$ cat config.mk
export PLATFORM = sky130hd
export DESIGN_NAME = pd_angle_controller_slew_flat
export DESIGN_NICKNAME = d
export VERILOG_FILES = /design/src/rtl/pdas_pkg.sv /design/src/rtl/pdas_in_if.sv /design/src/rtl/pdas_out_if.sv /design/src/rtl/pdas_front.sv /design/src/rtl/pdas_fifo.sv /design/src/rtl/pdas_modred.sv /design/src/rtl/pdas_back.sv /design/src/rtl/pd_angle_controller_slew.sv /design/src/flat_wrapper.sv
export SDC_FILE = /design/constraint.sdc
export NUM_CORES = 2
export LEC_CHECK = 0
export ABC_AREA = 1
export BUFFER_PORTS_ARGS = -buffer_cell sky130_fd_sc_hd__buf_2
export CAP_MARGIN = 20
export CORE_MARGIN = 2
export CORE_UTILIZATION = 28
export CTS_CLUSTER_DIAMETER = 80
export DETAILED_ROUTE_END_ITERATION = 12
export PLACE_DENSITY = 0.43
export SETUP_SLACK_MARGIN = 0.3
export SLEW_MARGIN = 25
export SYNTH_ARGS = -nofsm -noshare
export SYNTH_HDL_FRONTEND = slang
export SYNTH_HIERARCHICAL = 1
export SYNTH_SLANG_ARGS = --single-unit
export TNS_END_PERCENT = 20
$ cat constraint.sdc
create_clock -name clk -period 10.5 [get_ports clk]
set_clock_uncertainty 0.1 [all_clocks]
set_input_delay 2.1 -clock clk [delete_from_list [all_inputs] [get_ports clk]]
set_output_delay 2.1 -clock clk [all_outputs]
set_load 0.01 [all_outputs]
$ cat src/rtl/pdas_pkg.sv
// shared constants, register indexes and types for the pd angle controller
package pdas_pkg;

    localparam int POS_BITS    = 24;
    localparam int FRAC_BITS   = 4;
    localparam int SCALE_SHIFT = 16;

    localparam int TARGET_W = 13;
    localparam int GAIN_W   = 10;
    localparam int SLEW_W   = 11;
    localparam int LIMIT_W  = 7;
    localparam int SCALE_W  = 18;
    localparam int DRIVE_W  = 8;
    localparam int ERR_W    = 13;
    localparam int POWER_W  = 12;

    localparam int CFG_IDX_W  = 3;
    localparam int CFG_DATA_W = 18;

    // shared multiplier and angle widths
    localparam int SUM_W   = POS_BITS + 1;
    localparam int MUL_A_W = SUM_W;
    localparam int MUL_B_W = SCALE_W + 1;
    localparam int PROD_W  = MUL_A_W + MUL_B_W;
    localparam int ANG_W   = PROD_W - SCALE_SHIFT;
    localparam int MAG_W   = POS_BITS + 3;

    // modulo reducer: a full turn is TURN_ODD shifted up by LO_W bits
    localparam int     LO_W        = FRAC_BITS + 3;
    localparam int     TURN_ODD    = 45;
    localparam int     HI_W        = MAG_W - LO_W;
    localparam int     ODD_W       = 6;
    localparam int     RECIP_SHIFT = HI_W + ODD_W;
    localparam int     RECIP_W     = RECIP_SHIFT - 5;
    localparam int     RPROD_W     = HI_W + RECIP_W;
    localparam int     QUOT_W      = RPROD_W - RECIP_SHIFT;
    localparam longint RECIP       = ((longint'(1) << RECIP_SHIFT) + TURN_ODD - 1) / TURN_ODD;
    localparam int     REM_W       = ERR_W;

    localparam int FULL_TURN = 360 << FRAC_BITS;
    localparam int HALF_TURN = 180 << FRAC_BITS;
    localparam logic [REM_W:0] FULL_TURN_R = (REM_W + 1)'(FULL_TURN);

    typedef enum logic [CFG_IDX_W-1:0] {
        REG_TARGET_ANGLE = 3'd0,
        REG_PROP_GAIN    = 3'd1,
        REG_DERIV_GAIN   = 3'd2,
        REG_SLEW_STEP    = 3'd3,
        REG_POWER_LIMIT  = 3'd4,
        REG_COUNTS_SCALE = 3'd5
    } cfg_index_t;

    typedef struct packed {
        logic [TARGET_W-1:0] target_angle;
        logic [GAIN_W-1:0]   prop_gain;
        logic [GAIN_W-1:0]   deriv_gain;
        logic [SLEW_W-1:0]   slew_step;
        logic [LIMIT_W-1:0]  power_limit;
        logic [SCALE_W-1:0]  counts_scale;
    } cfg_t;

endpackage

$ cat src/rtl/pdas_in_if.sv
// input channel: two encoder positions per word
interface pdas_in_if import pdas_pkg::*; ();

    logic                       valid;
    logic                       ready;
    logic signed [POS_BITS-1:0] pos_first;
    logic signed [POS_BITS-1:0] pos_second;

    modport source (output valid, output pos_first, output pos_second, input ready);
    modport sink (input valid, input pos_first, input pos_second, output ready);

endinterface

$ cat src/rtl/pdas_out_if.sv
// output channel: drive command and wrapped angle error per word
interface pdas_out_if import pdas_pkg::*; ();

    logic                      valid;
    logic                      ready;
    logic signed [DRIVE_W-1:0] drive;
    logic signed [ERR_W-1:0]   angle_error;

    modport source (output valid, output drive, output angle_error, input ready);
    modport sink (input valid, input drive, input angle_error, output ready);

endinterface

$ cat src/rtl/pdas_front.sv
// front end: accepts position words, sums the encoders, hands sums to the queue
module pdas_front import pdas_pkg::*; (
    input  logic                    clk,
    input  logic                    rst_n,
    pdas_in_if.sink                 sample,
    input  logic                    full,
    output logic                    push,
    output logic signed [SUM_W-1:0] push_data
);

    logic                    hold_valid_reg;
    logic                    hold_valid_next;
    logic signed [SUM_W-1:0] sum_reg;
    logic                    accept;

    assign push         = hold_valid_reg && !full;
    assign sample.ready = !hold_valid_reg || !full;
    assign accept       = sample.valid && sample.ready;
    assign push_data    = sum_reg;

    always_comb
    begin
        hold_valid_next = hold_valid_reg;
        if (accept)
        begin
            hold_valid_next = 1'b1;
        end
        else if (push)
        begin
            hold_valid_next = 1'b0;
        end
    end

    always_ff @(posedge clk or negedge rst_n)
    begin
        if (!rst_n)
        begin
            hold_valid_reg <= 1'b0;
        end
        else
        begin
            hold_valid_reg <= hold_valid_next;
        end
    end

    always_ff @(posedge clk)
    begin
        if (accept)
        begin
            sum_reg <= {sample.pos_first[POS_BITS-1], sample.pos_first}
                     + {sample.pos_second[POS_BITS-1], sample.pos_second};
        end
    end

endmodule

$ cat src/rtl/pdas_fifo.sv
// two-entry queue of encoder sums between front and back
module pdas_fifo import pdas_pkg::*; (
    input  logic                    clk,
    input  logic                    rst_n,
    input  logic                    push,
    input  logic signed [SUM_W-1:0] push_data,
    output logic                    full,
    input  logic                    pop,
    output logic signed [SUM_W-1:0] pop_data,
    output logic                    empty
);

    localparam int DEPTH = 2;
    localparam int PTR_W = $clog2(DEPTH);
    localparam int CNT_W = $clog2(DEPTH + 1);

    logic signed [SUM_W-1:0] mem_reg [DEPTH];
    logic [PTR_W-1:0]        wr_ptr_reg;
    logic [PTR_W-1:0]        rd_ptr_reg;
    logic [CNT_W-1:0]        count_reg;
    logic [CNT_W-1:0]        count_next;
    logic                    do_push;
    logic                    do_pop;

    assign full     = (count_reg == CNT_W'(DEPTH));
    assign empty    = (count_reg == '0);
    assign do_push  = push && !full;
    assign do_pop   = pop && !empty;
    assign pop_data = mem_reg[rd_ptr_reg];

    always_comb
    begin
        count_next = count_reg;
        if (do_push && !do_pop)
        begin
            count_next = count_reg + 1'b1;
        end
        else if (do_pop && !do_push)
        begin
            count_next = count_reg - 1'b1;
        end
    end

    always_ff @(posedge clk or negedge rst_n)
    begin
        if (!rst_n)
        begin
            wr_ptr_reg <= '0;
            rd_ptr_reg <= '0;
            count_reg  <= '0;
        end
        else
        begin
            count_reg <= count_next;
            if (do_push)
            begin
                wr_ptr_reg <= wr_ptr_reg + 1'b1;
            end
            if (do_pop)
            begin
                rd_ptr_reg <= rd_ptr_reg + 1'b1;
            end
        end
    end

    always_ff @(posedge clk)
    begin
        if (do_push)
        begin
            mem_reg[wr_ptr_reg] <= push_data;
        end
    end

endmodule

$ cat src/rtl/pdas_modred.sv
// floor modulo of the arm angle by a full turn, by reciprocal multiply
module pdas_modred import pdas_pkg::*; (
    input  logic                    clk,
    input  logic                    rst_n,
    input  logic                    start,
    input  logic signed [ANG_W-1:0] value,
    output logic                    done,
    output logic [REM_W-1:0]        result
);

    localparam logic [RECIP_W-1:0] RECIP_R    = RECIP_W'(RECIP);
    localparam logic [HI_W-1:0]    TURN_ODD_H = HI_W'(TURN_ODD);

    logic               mul_pend_reg;
    logic               fold_pend_reg;
    logic               done_reg;
    logic               neg_reg;
    logic [LO_W-1:0]    lo_reg;
    logic [HI_W-1:0]    hi_reg;
    logic [QUOT_W-1:0]  quot_reg;
    logic [REM_W-1:0]   rem_reg;
    logic [REM_W-1:0]   rem_next;
    logic [ANG_W-1:0]   abs_val;
    logic [RPROD_W-1:0] recip_prod;
    logic [HI_W-1:0]    hi_fold;

    assign abs_val    = value[ANG_W-1] ? ANG_W'(-value) : ANG_W'(value);
    assign recip_prod = RPROD_W'(hi_reg) * RPROD_W'(RECIP_R);
    // low bits pass through, the high part is reduced by the odd factor
    assign hi_fold    = hi_reg - HI_W'(quot_reg) * TURN_ODD_H;
    assign rem_next   = REM_W'({hi_fold[ODD_W-1:0], lo_reg});
    assign done       = done_reg;
    assign result     = (neg_reg && rem_reg != '0)
                      ? REM_W'(FULL_TURN_R - {1'b0, rem_reg}) : rem_reg;

    always_ff @(posedge clk or negedge rst_n)
    begin
        if (!rst_n)
        begin
            mul_pend_reg  <= 1'b0;
            fold_pend_reg <= 1'b0;
            done_reg      <= 1'b0;
        end
        else
        begin
            mul_pend_reg  <= start;
            fold_pend_reg <= mul_pend_reg;
            done_reg      <= fold_pend_reg;
        end
    end

    always_ff @(posedge clk)
    begin
        if (start)
        begin
            neg_reg <= value[ANG_W-1];
            lo_reg  <= abs_val[LO_W-1:0];
            hi_reg  <= abs_val[MAG_W-1:LO_W];
        end
        if (mul_pend_reg)
        begin
            quot_reg <= recip_prod[RPROD_W-1:RECIP_SHIFT];
        end
        if (fold_pend_reg)
        begin
            rem_reg <= rem_next;
        end
    end

endmodule

$ cat src/rtl/pdas_back.sv
// back end: sequencer with shared multiplier, pd law, slew limit and clamp
module pdas_back import pdas_pkg::*; (
    input  logic                    clk,
    input  logic                    rst_n,
    input  cfg_t                    cfg,
    input  logic                    empty,
    output logic                    pop,
    input  logic signed [SUM_W-1:0] pop_data,
    pdas_out_if.source              result
);

    localparam int ERRW_W = TARGET_W + 2;
    localparam int DIFF_W = ERR_W + 1;
    localparam int ACC_W  = 26;
    localparam int RAW_W  = ACC_W - FRAC_BITS;
    localparam int DP_W   = RAW_W + 1;
    localparam int PEXT_W = POWER_W + 1;

    localparam logic signed [ERRW_W-1:0]  HALF_E    = ERRW_W'(HALF_TURN);
    localparam logic signed [ERRW_W-1:0]  FULL_E    = ERRW_W'(FULL_TURN);
    localparam logic signed [ERR_W-1:0]   HALF_ERR  = ERR_W'(HALF_TURN);
    localparam logic signed [POWER_W-1:0] ROUND_ADJ = POWER_W'((1 << FRAC_BITS) - 1);

    typedef enum logic [7:0] {
        ST_IDLE     = 8'b0000_0001,
        ST_MUL_ANG  = 8'b0000_0010,
        ST_MOD_GO   = 8'b0000_0100,
        ST_MOD_WAIT = 8'b0000_1000,
        ST_MUL_P    = 8'b0001_0000,
        ST_MUL_D    = 8'b0010_0000,
        ST_SUM      = 8'b0100_0000,
        ST_SLEW     = 8'b1000_0000
    } back_state_t;

    back_state_t state_reg;
    back_state_t state_next;

    logic signed [SUM_W-1:0]   sum_reg;
    logic signed [PROD_W-1:0]  prod_reg;
    logic signed [ACC_W-1:0]   acc_reg;
    logic signed [RAW_W-1:0]   raw_reg;
    logic signed [ERR_W-1:0]   err_reg;
    logic signed [DIFF_W-1:0]  diff_reg;
    logic signed [ERR_W-1:0]   prev_error_reg;
    logic signed [POWER_W-1:0] power_reg;
    logic signed [POWER_W-1:0] power_next;
    logic                      out_valid_reg;
    logic signed [DRIVE_W-1:0] drive_reg;
    logic signed [ERR_W-1:0]   err_out_reg;

    logic signed [MUL_A_W-1:0] mul_a;
    logic signed [MUL_B_W-1:0] mul_b;
    logic                      mod_start;
    logic                      mod_done;
    logic [REM_W-1:0]          mod_result;
    logic signed [ERRW_W-1:0]  err_wide;
    logic signed [ERRW_W-1:0]  err_wrap;
    logic signed [ERR_W-1:0]   err_new;
    logic signed [DIFF_W-1:0]  diff_new;
    logic signed [ACC_W-1:0]   acc_sum;
    logic signed [DP_W-1:0]    slew_dp;
    logic signed [DP_W-1:0]    step_dp;
    logic signed [PEXT_W-1:0]  power_ext;
    logic signed [PEXT_W-1:0]  step_p;
    logic signed [PEXT_W-1:0]  lim_p;
    logic signed [PEXT_W-1:0]  slewed;
    logic signed [PEXT_W-1:0]  clamped;
    logic signed [POWER_W-1:0] power_adj;
    logic signed [DRIVE_W-1:0] drive_new;
    logic                      out_free;
    logic                      commit;

    pdas_modred u_modred (
        .clk    (clk),
        .rst_n  (rst_n),
        .start  (mod_start),
        .value  (prod_reg[PROD_W-1:SCALE_SHIFT]),
        .done   (mod_done),
        .result (mod_result)
    );

    assign pop       = (state_reg == ST_IDLE) && !empty;
    assign mod_start = (state_reg == ST_MOD_GO);
    assign out_free  = !out_valid_reg || result.ready;
    assign commit    = (state_reg == ST_SLEW) && out_free;

    assign result.valid       = out_valid_reg;
    assign result.drive       = drive_reg;
    assign result.angle_error = err_out_reg;

    // shared multiplier operands
    always_comb
    begin
        case (state_reg)
            ST_MUL_P:
            begin
                mul_a = {{(MUL_A_W - ERR_W){err_reg[ERR_W-1]}}, err_reg};
                mul_b = MUL_B_W'(cfg.prop_gain);
            end
            ST_MUL_D:
            begin
                mul_a = {{(MUL_A_W - DIFF_W){diff_reg[DIFF_W-1]}}, diff_reg};
                mul_b = MUL_B_W'(cfg.deriv_gain);
            end
            default:
            begin
                mul_a = sum_reg;
                mul_b = MUL_B_W'(cfg.counts_scale);
            end
        endcase
    end

    // error to target, wrapped to half a turn
    always_comb
    begin
        err_wide = $signed(ERRW_W'(cfg.target_angle)) - $signed(ERRW_W'(mod_result));
        if (err_wide > HALF_E)
        begin
            err_wrap = err_wide - FULL_E;
        end
        else if (err_wide < -HALF_E)
        begin
            err_wrap = err_wide + FULL_E;
        end
        else
        begin
            err_wrap = err_wide;
        end
        err_new  = err_wrap[ERR_W-1:0];
        diff_new = {err_new[ERR_W-1], err_new} - {prev_error_reg[ERR_W-1], prev_error_reg};
    end

    assign acc_sum = acc_reg + prod_reg[ACC_W-1:0];

    // slew toward raw drive, then clamp
    always_comb
    begin
        slew_dp   = {raw_reg[RAW_W-1], raw_reg}
                  - {{(DP_W - POWER_W){power_reg[POWER_W-1]}}, power_reg};
        step_dp   = $signed(DP_W'(cfg.slew_step));
        power_ext = {power_reg[POWER_W-1], power_reg};
        step_p    = $signed(PEXT_W'(cfg.slew_step));
        lim_p     = $signed(PEXT_W'({cfg.power_limit, {FRAC_BITS{1'b0}}}));
        if (slew_dp > step_dp)
        begin
            slewed = power_ext + step_p;
        end
        else if (slew_dp < -step_dp)
        begin
            slewed = power_ext - step_p;
        end
        else
        begin
            slewed = raw_reg[PEXT_W-1:0];
        end
        if (slewed > lim_p)
        begin
            clamped = lim_p;
        end
        else if (slewed < -lim_p)
        begin
            clamped = -lim_p;
        end
        else
        begin
            clamped = slewed;
        end
        power_next = clamped[POWER_W-1:0];
        power_adj  = power_next[POWER_W-1] ? (power_next + ROUND_ADJ) : power_next;
        drive_new  = power_adj[POWER_W-1:FRAC_BITS];
    end

    always_comb
    begin
        state_next = state_reg;
        case (state_reg)
            ST_IDLE:
            begin
                if (!empty)
                begin
                    state_next = ST_MUL_ANG;
                end
            end
            ST_MUL_ANG:  state_next = ST_MOD_GO;
            ST_MOD_GO:   state_next = ST_MOD_WAIT;
            ST_MOD_WAIT:
            begin
                if (mod_done)
                begin
                    state_next = ST_MUL_P;
                end
            end
            ST_MUL_P:    state_next = ST_MUL_D;
            ST_MUL_D:    state_next = ST_SUM;
            ST_SUM:      state_next = ST_SLEW;
            ST_SLEW:
            begin
                if (out_free)
                begin
                    state_next = ST_IDLE;
                end
            end
            default:     state_next = ST_IDLE;
        endcase
    end

    always_ff @(posedge clk or negedge rst_n)
    begin
        if (!rst_n)
        begin
            state_reg      <= ST_IDLE;
            out_valid_reg  <= 1'b0;
            prev_error_reg <= '0;
            power_reg      <= '0;
        end
        else
        begin
            state_reg <= state_next;
            if (commit)
            begin
                out_valid_reg  <= 1'b1;
                prev_error_reg <= err_reg;
                power_reg      <= power_next;
            end
            else if (result.ready)
            begin
                out_valid_reg <= 1'b0;
            end
        end
    end

    always_ff @(posedge clk)
    begin
        if (pop)
        begin
            sum_reg <= pop_data;
        end
        if (state_reg == ST_MUL_ANG || state_reg == ST_MUL_P || state_reg == ST_MUL_D)
        begin
            prod_reg <= mul_a * mul_b;
        end
        if (state_reg == ST_MOD_WAIT && mod_done)
        begin
            err_reg  <= err_new;
            diff_reg <= diff_new;
        end
        if (state_reg == ST_MUL_D)
        begin
            acc_reg <= prod_reg[ACC_W-1:0];
        end
        if (state_reg == ST_SUM)
        begin
            raw_reg <= acc_sum[ACC_W-1:FRAC_BITS];
        end
        if (commit)
        begin
            drive_reg   <= drive_new;
            err_out_reg <= err_reg;
        end
    end

    prev_error_in_range: assert property (@(posedge clk) disable iff (!rst_n)
        (prev_error_reg <= HALF_ERR) && (prev_error_reg >= -HALF_ERR))
        else $error("previous error left the half-turn range");

    mod_done_when_waiting: assert property (@(posedge clk) disable iff (!rst_n)
        mod_done |-> (state_reg == ST_MOD_WAIT))
        else $error("modulo result arrived outside its wait state");

    err_in_range: assert property (@(posedge clk) disable iff (!rst_n)
        (state_reg == ST_MUL_P) |-> ((err_reg <= HALF_ERR) && (err_reg >= -HALF_ERR)))
        else $error("wrapped error out of range");

    word_from_slew: assert property (@(posedge clk) disable iff (!rst_n)
        $rose(result.valid) |-> $past(state_reg == ST_SLEW))
        else $error("result word raised outside the slew state");

endmodule

$ cat src/rtl/pd_angle_controller_slew.sv
// top level of the pd arm-angle controller with slew limit
//
//  channel   dir  word / fields                         handshake
//  sample    in   pos_first, pos_second (24b signed)    valid / ready
//  result    out  drive (8b signed), angle_error (13b)  valid / ready
//  wr_*      in   wr_index (3b), wr_data (18b)          wr_en, no back-pressure
//
//  each word in the back steps through pop, angle multiply, modulo start, a wait on the
//  reciprocal-multiply modulo, two gain multiplies, sum, then slew and commit
//  a two-entry queue lets the front take words while the back is busy
//  the result register holds a word under back-pressure; the back waits in its last step
//  reset clears control state, pd state and the registers to their defaults
module pd_angle_controller_slew import pdas_pkg::*; (
    input  logic                  clk,
    input  logic                  rst_n,
    pdas_in_if.sink               sample,
    pdas_out_if.source            result,
    input  logic                  wr_en,
    input  logic [CFG_IDX_W-1:0]  wr_index,
    input  logic [CFG_DATA_W-1:0] wr_data
);

    cfg_t                    cfg_reg;
    logic                    push;
    logic signed [SUM_W-1:0] push_data;
    logic                    full;
    logic                    pop;
    logic signed [SUM_W-1:0] pop_data;
    logic                    empty;

    always_ff @(posedge clk or negedge rst_n)
    begin
        if (!rst_n)
        begin
            cfg_reg.target_angle <= TARGET_W'(0);
            cfg_reg.prop_gain    <= GAIN_W'(72);
            cfg_reg.deriv_gain   <= GAIN_W'(96);
            cfg_reg.slew_step    <= SLEW_W'(128);
            cfg_reg.power_limit  <= LIMIT_W'(60);
            cfg_reg.counts_scale <= SCALE_W'(69054);
        end
        else if (wr_en)
        begin
            case (wr_index)
                REG_TARGET_ANGLE: cfg_reg.target_angle <= wr_data[TARGET_W-1:0];
                REG_PROP_GAIN:    cfg_reg.prop_gain    <= wr_data[GAIN_W-1:0];
                REG_DERIV_GAIN:   cfg_reg.deriv_gain   <= wr_data[GAIN_W-1:0];
                REG_SLEW_STEP:    cfg_reg.slew_step    <= wr_data[SLEW_W-1:0];
                REG_POWER_LIMIT:  cfg_reg.power_limit  <= wr_data[LIMIT_W-1:0];
                REG_COUNTS_SCALE: cfg_reg.counts_scale <= wr_data[SCALE_W-1:0];
                default:          ;
            endcase
        end
    end

    pdas_front u_front (
        .clk       (clk),
        .rst_n     (rst_n),
        .sample    (sample),
        .full      (full),
        .push      (push),
        .push_data (push_data)
    );

    pdas_fifo u_fifo (
        .clk       (clk),
        .rst_n     (rst_n),
        .push      (push),
        .push_data (push_data),
        .full      (full),
        .pop       (pop),
        .pop_data  (pop_data),
        .empty     (empty)
    );

    pdas_back u_back (
        .clk      (clk),
        .rst_n    (rst_n),
        .cfg      (cfg_reg),
        .empty    (empty),
        .pop      (pop),
        .pop_data (pop_data),
        .result   (result)
    );

endmodule

$ cat src/flat_wrapper.sv
// flat-port wrapper written by rule: the top's interface ports become plain ports
module pd_angle_controller_slew_flat import pdas_pkg::*;
  (clk, rst_n, wr_en, wr_index, wr_data, sample_valid, sample_pos_first, sample_pos_second, sample_ready, result_valid, result_drive, result_angle_error, result_ready);
  pdas_in_if sample_i ();
  pdas_out_if result_i ();
  input  logic clk;
  input  logic rst_n;
  input  logic wr_en;
  input  logic [CFG_IDX_W-1:0] wr_index;
  input  logic [CFG_DATA_W-1:0] wr_data;
  input wire logic [$bits(sample_i.valid)-1:0] sample_valid;
  input wire logic [$bits(sample_i.pos_first)-1:0] sample_pos_first;
  input wire logic [$bits(sample_i.pos_second)-1:0] sample_pos_second;
  output wire logic [$bits(sample_i.ready)-1:0] sample_ready;
  output wire logic [$bits(result_i.valid)-1:0] result_valid;
  output wire logic [$bits(result_i.drive)-1:0] result_drive;
  output wire logic [$bits(result_i.angle_error)-1:0] result_angle_error;
  input wire logic [$bits(result_i.ready)-1:0] result_ready;
  assign sample_i.valid = sample_valid;
  assign sample_i.pos_first = sample_pos_first;
  assign sample_i.pos_second = sample_pos_second;
  assign sample_ready = sample_i.ready;
  assign result_valid = result_i.valid;
  assign result_drive = result_i.drive;
  assign result_angle_error = result_i.angle_error;
  assign result_i.ready = result_ready;
  pd_angle_controller_slew u_core (.clk(clk), .rst_n(rst_n), .sample(sample_i), .result(result_i), .wr_en(wr_en), .wr_index(wr_index), .wr_data(wr_data));
endmodule
==> metrics.md <==
| Metric | Value |
|---|---|
| Critical Path End Type | `flip-flop` |
| Vias | `33700` |
| Core ar. | `162000 µm²` |
| Cts-stage hold buffer count | `0` |
| CTS tree | `built` |
| Hold Path Depth | `0` |
| Area growth, synth to finish | `10.7%` |
| Share of flip-flops with an asynchronous set or reset | `0.279` |
| Max frequency | `106 MHz` |
| CP required | `10.78 ns` |
| Register area share after synthesis | `0.250` |
| Hold Path End | `u_core/u_back/acc_reg[9]` |
| Min-Delay Startpoint | `u_core/u_back/prod_reg[9]` |
| Avg Cell Area, Syn | `8.58 µm²` |
| Clock transition at path regs | `0.06 ns` |
| Drt via density | `4.40` |
| Min Tclk post-route | `9.44 ns` |
| Post-placement cell area | `48900 µm²` |
| Status | `finished clean` |
| CP dominant cell by count | `inv_1` |
| Mapped Area | `45700 µm²` |
| Largest net degree at the start of global routing | `60` |
| FF+latch count, synth | `398` |
| Post-synth EDFFs | `287` |
| Worst hold-check path type | `reg -> reg` |
| Worst path max stage delay | `0.55 ns` |
| Library cells used by synthesis | `62` |
| Crit share post-route | `0.899` |
| Layout cells sized above 1 | `0.0681` |
| Startpoint Class | `flip-flop` |
| Gpl congestion | `0.880` |
| Initial core utilization | `0.282` |
| Antenna viol nets, final | `0` |
| I/O pins | `97` |
| Syn Nets | `6408` |
| DRT iter0 DRCs | `1659` |
| Clk_lat worst skew | `0.66 ns` |
| TritonCTS Buffers | `51` |
| DP HPWL | `107000 µm` |
| Gr ovfl total | `0` |
| Clk sinks | `398` |
| Die width | `408 µm` |
| Max Cap Viol | `0` |
| Reg2reg end | `u_core/u_back/prod_reg[42]` |
| Fin Setup TNS | `0 ns` |
| Crit path DAT | `9.73 ns` |
| Initial antenna violation count | `5` |
| Main flop type after synthesis | `edfxtp_1` |
| RSZ-0062 raised after global routing | `no` |
| Worst-Margin Slew | `0.933 ns` |
| Post-route cell area | `50600 µm²` |
| Critical path type | `reg -> reg` |
| First-pass GRT wire length | `204000 µm` |
| R2r startpoint | `u_core/u_back/state_reg[3]` |
| Drt drc | `0` |
| Worst slew margin | `0.378` |
| Vias in the first global route | `35900` |
| Max Slew Vio Count | `0` |
| Routed wire length | `128000 µm` |
| Area contributors post-synth | `fa_1 (24%), edfxtp_1 (19%), ha_1 (12%)` |
| Root buf cell | `clkbuf_16` |
| Die area | `167000 µm²` |
| # port buffers | `96` |
| Max reg flops | `69` |
| H-tree depth | `2` |
| Total iterations of the first detailed-routing run | `5` |
| R2R cell count | `37` |
| Top cell type's share of synthesized area | `0.241` |
| Final hold vios | `0` |
| Syn Inst Count | `5332` |
| Die Height | `408 µm` |
| Wire per inst | `16.8 µm` |
| Worst path slowest cell | `clkinv_1` |
| Crit Path Max Fanout | `17` |
| Gr usage total | `0.156` |
| Cell taking the most area after synthesis | `fa_1` |
| Final setup fails | `0` |
| Ys Warns | `6` |
| Rows | `148` |
| Worst R2R Setup Slack | `1.06 ns` |
| Net count, final | `6508` |
| Maximum clock path buffer count | `3` |
==> kinds of logic after synthesis <==
family | share of synthesized area
flip-flops | 0.250
AND/OR/NAND/NOR | 0.187
AO/OA/AOI/OAI | 0.0545
adder cells (fa/ha/maj) | 0.365
buffers and inverters | 0.104
XOR/XNOR | 0.0397
multiplexers | 0.000219
==> layout by cell type, fill, tap and decap left out, drive strengths merged, types with 15 or more instances in the layout <==
cell	count
a21o	17
a21oi	183
a22o	20
buf	133
clkbuf	60
clkinv	26
dfrtp	91
dfstp	20
edfxtp	287
fa	551
ha	451
inv	1158
nand2	1341
nand3	190
nand3b	17
nand4	47
nor2	401
nor3	24
o211ai	21
o21ai	121
o21bai	23
or2	15
xnor2	42
xor2	163
==> layer usage <==
layer  vias to the layer above  GRT usage  wire (µm)
met2                       550      0.255      57900
met3                       162     0.0180       4580
met4                         2     0.0410       3410
met5                         -          0         13
li1                      16700          -          -
met1                     16300      0.218      62500
==> worst max path at each step <==
| stage | start | end | slack, ns | cells past startpoint |
|---|---|---|---|---|
| after floorplan | u_core/u_back/state_reg[3] | u_core/u_back/prod_reg[42] | 1.96 | 40 |
| after CTS | u_core/u_back/state_reg[0] | u_core/u_back/prod_reg[42] | 0.75 | 37 |
| after detailed placement | u_core/u_back/state_reg[0] | u_core/u_back/prod_reg[42] | 0.71 | 37 |
| final | u_core/u_back/state_reg[3] | u_core/u_back/prod_reg[42] | 1.06 | 37 |
| after global routing | u_core/u_back/state_reg[3] | u_core/u_back/prod_reg[42] | 0.30 | 37 |
| after global placement | u_core/u_back/state_reg[0] | u_core/u_back/prod_reg[42] | 0.82 | 37 |
==> critical path: cells and delay by family, from the launching register on <==
family / cells / cell delay (ns)
adders and majority gates: 7 / 3.27
DFF: 1 / 0.39
AOI/OAI and AO/OA: 4 / 1.18
xor gates and xnor gates: 1 / 0.06
and+or+nand+nor: 16 / 2.67
buffers and inverters: 9 / 1.54
==> stage by stage <==
step / worst slack (ns) / util / hold WS (ns) / cells
finish: 1.06 / 0.312 / 0.307 / 7650
global route: 0.302 / 0.312 / 0.292 / 7649
CTS: 0.745 / 0.312 / 0.282 / 7648
detailed placement: 0.712 / 0.301 / 0.305 / 7553
global placement: 0.820 / 0.301 / 0.305 / 7553
floorplan: 1.96 / - / 0.300 / 5332
==> synthesized netlist by cell type, types with 23 or more instances <==
cell	instances
dfrtp_1	91
nor2_2	27
ha_1	451
nand4_1	47
o21bai_1	23
a21oi_1	181
o21ai_0	111
fa_1	551
inv_1	1139
nand2_2	34
xnor2_1	42
nor2_1	363
edfxtp_1	287
xor2_1	162
nand2_1	1305
nand3_1	179
clkbuf_1	61
==> layout make-up <==
cell class                      instances  area (µm²)
Tap cell                             2175        2720
Clock buffer                           60        1340
Antenna cell                            1        2.50
Timing Repair Buffer                  133         764
Inverter                             1162        4370
Clock inverter                         35         409
Timing Repair inverter                  1        5.00
Fill cell                           17300      112000
Multi-Input combinational cell       3685       29600
Sequential cell                       398       11400
==> timing repair <==
action | CTS | global route
gates resized for setup | 0 | 4
endpoints found under the setup margin | 0 | 2
buffers inserted | 0 | 0
Power is left out: the tool's default activity adds up to more than one toggle a clock period on the data nets, which glitch-free logic cannot reach.
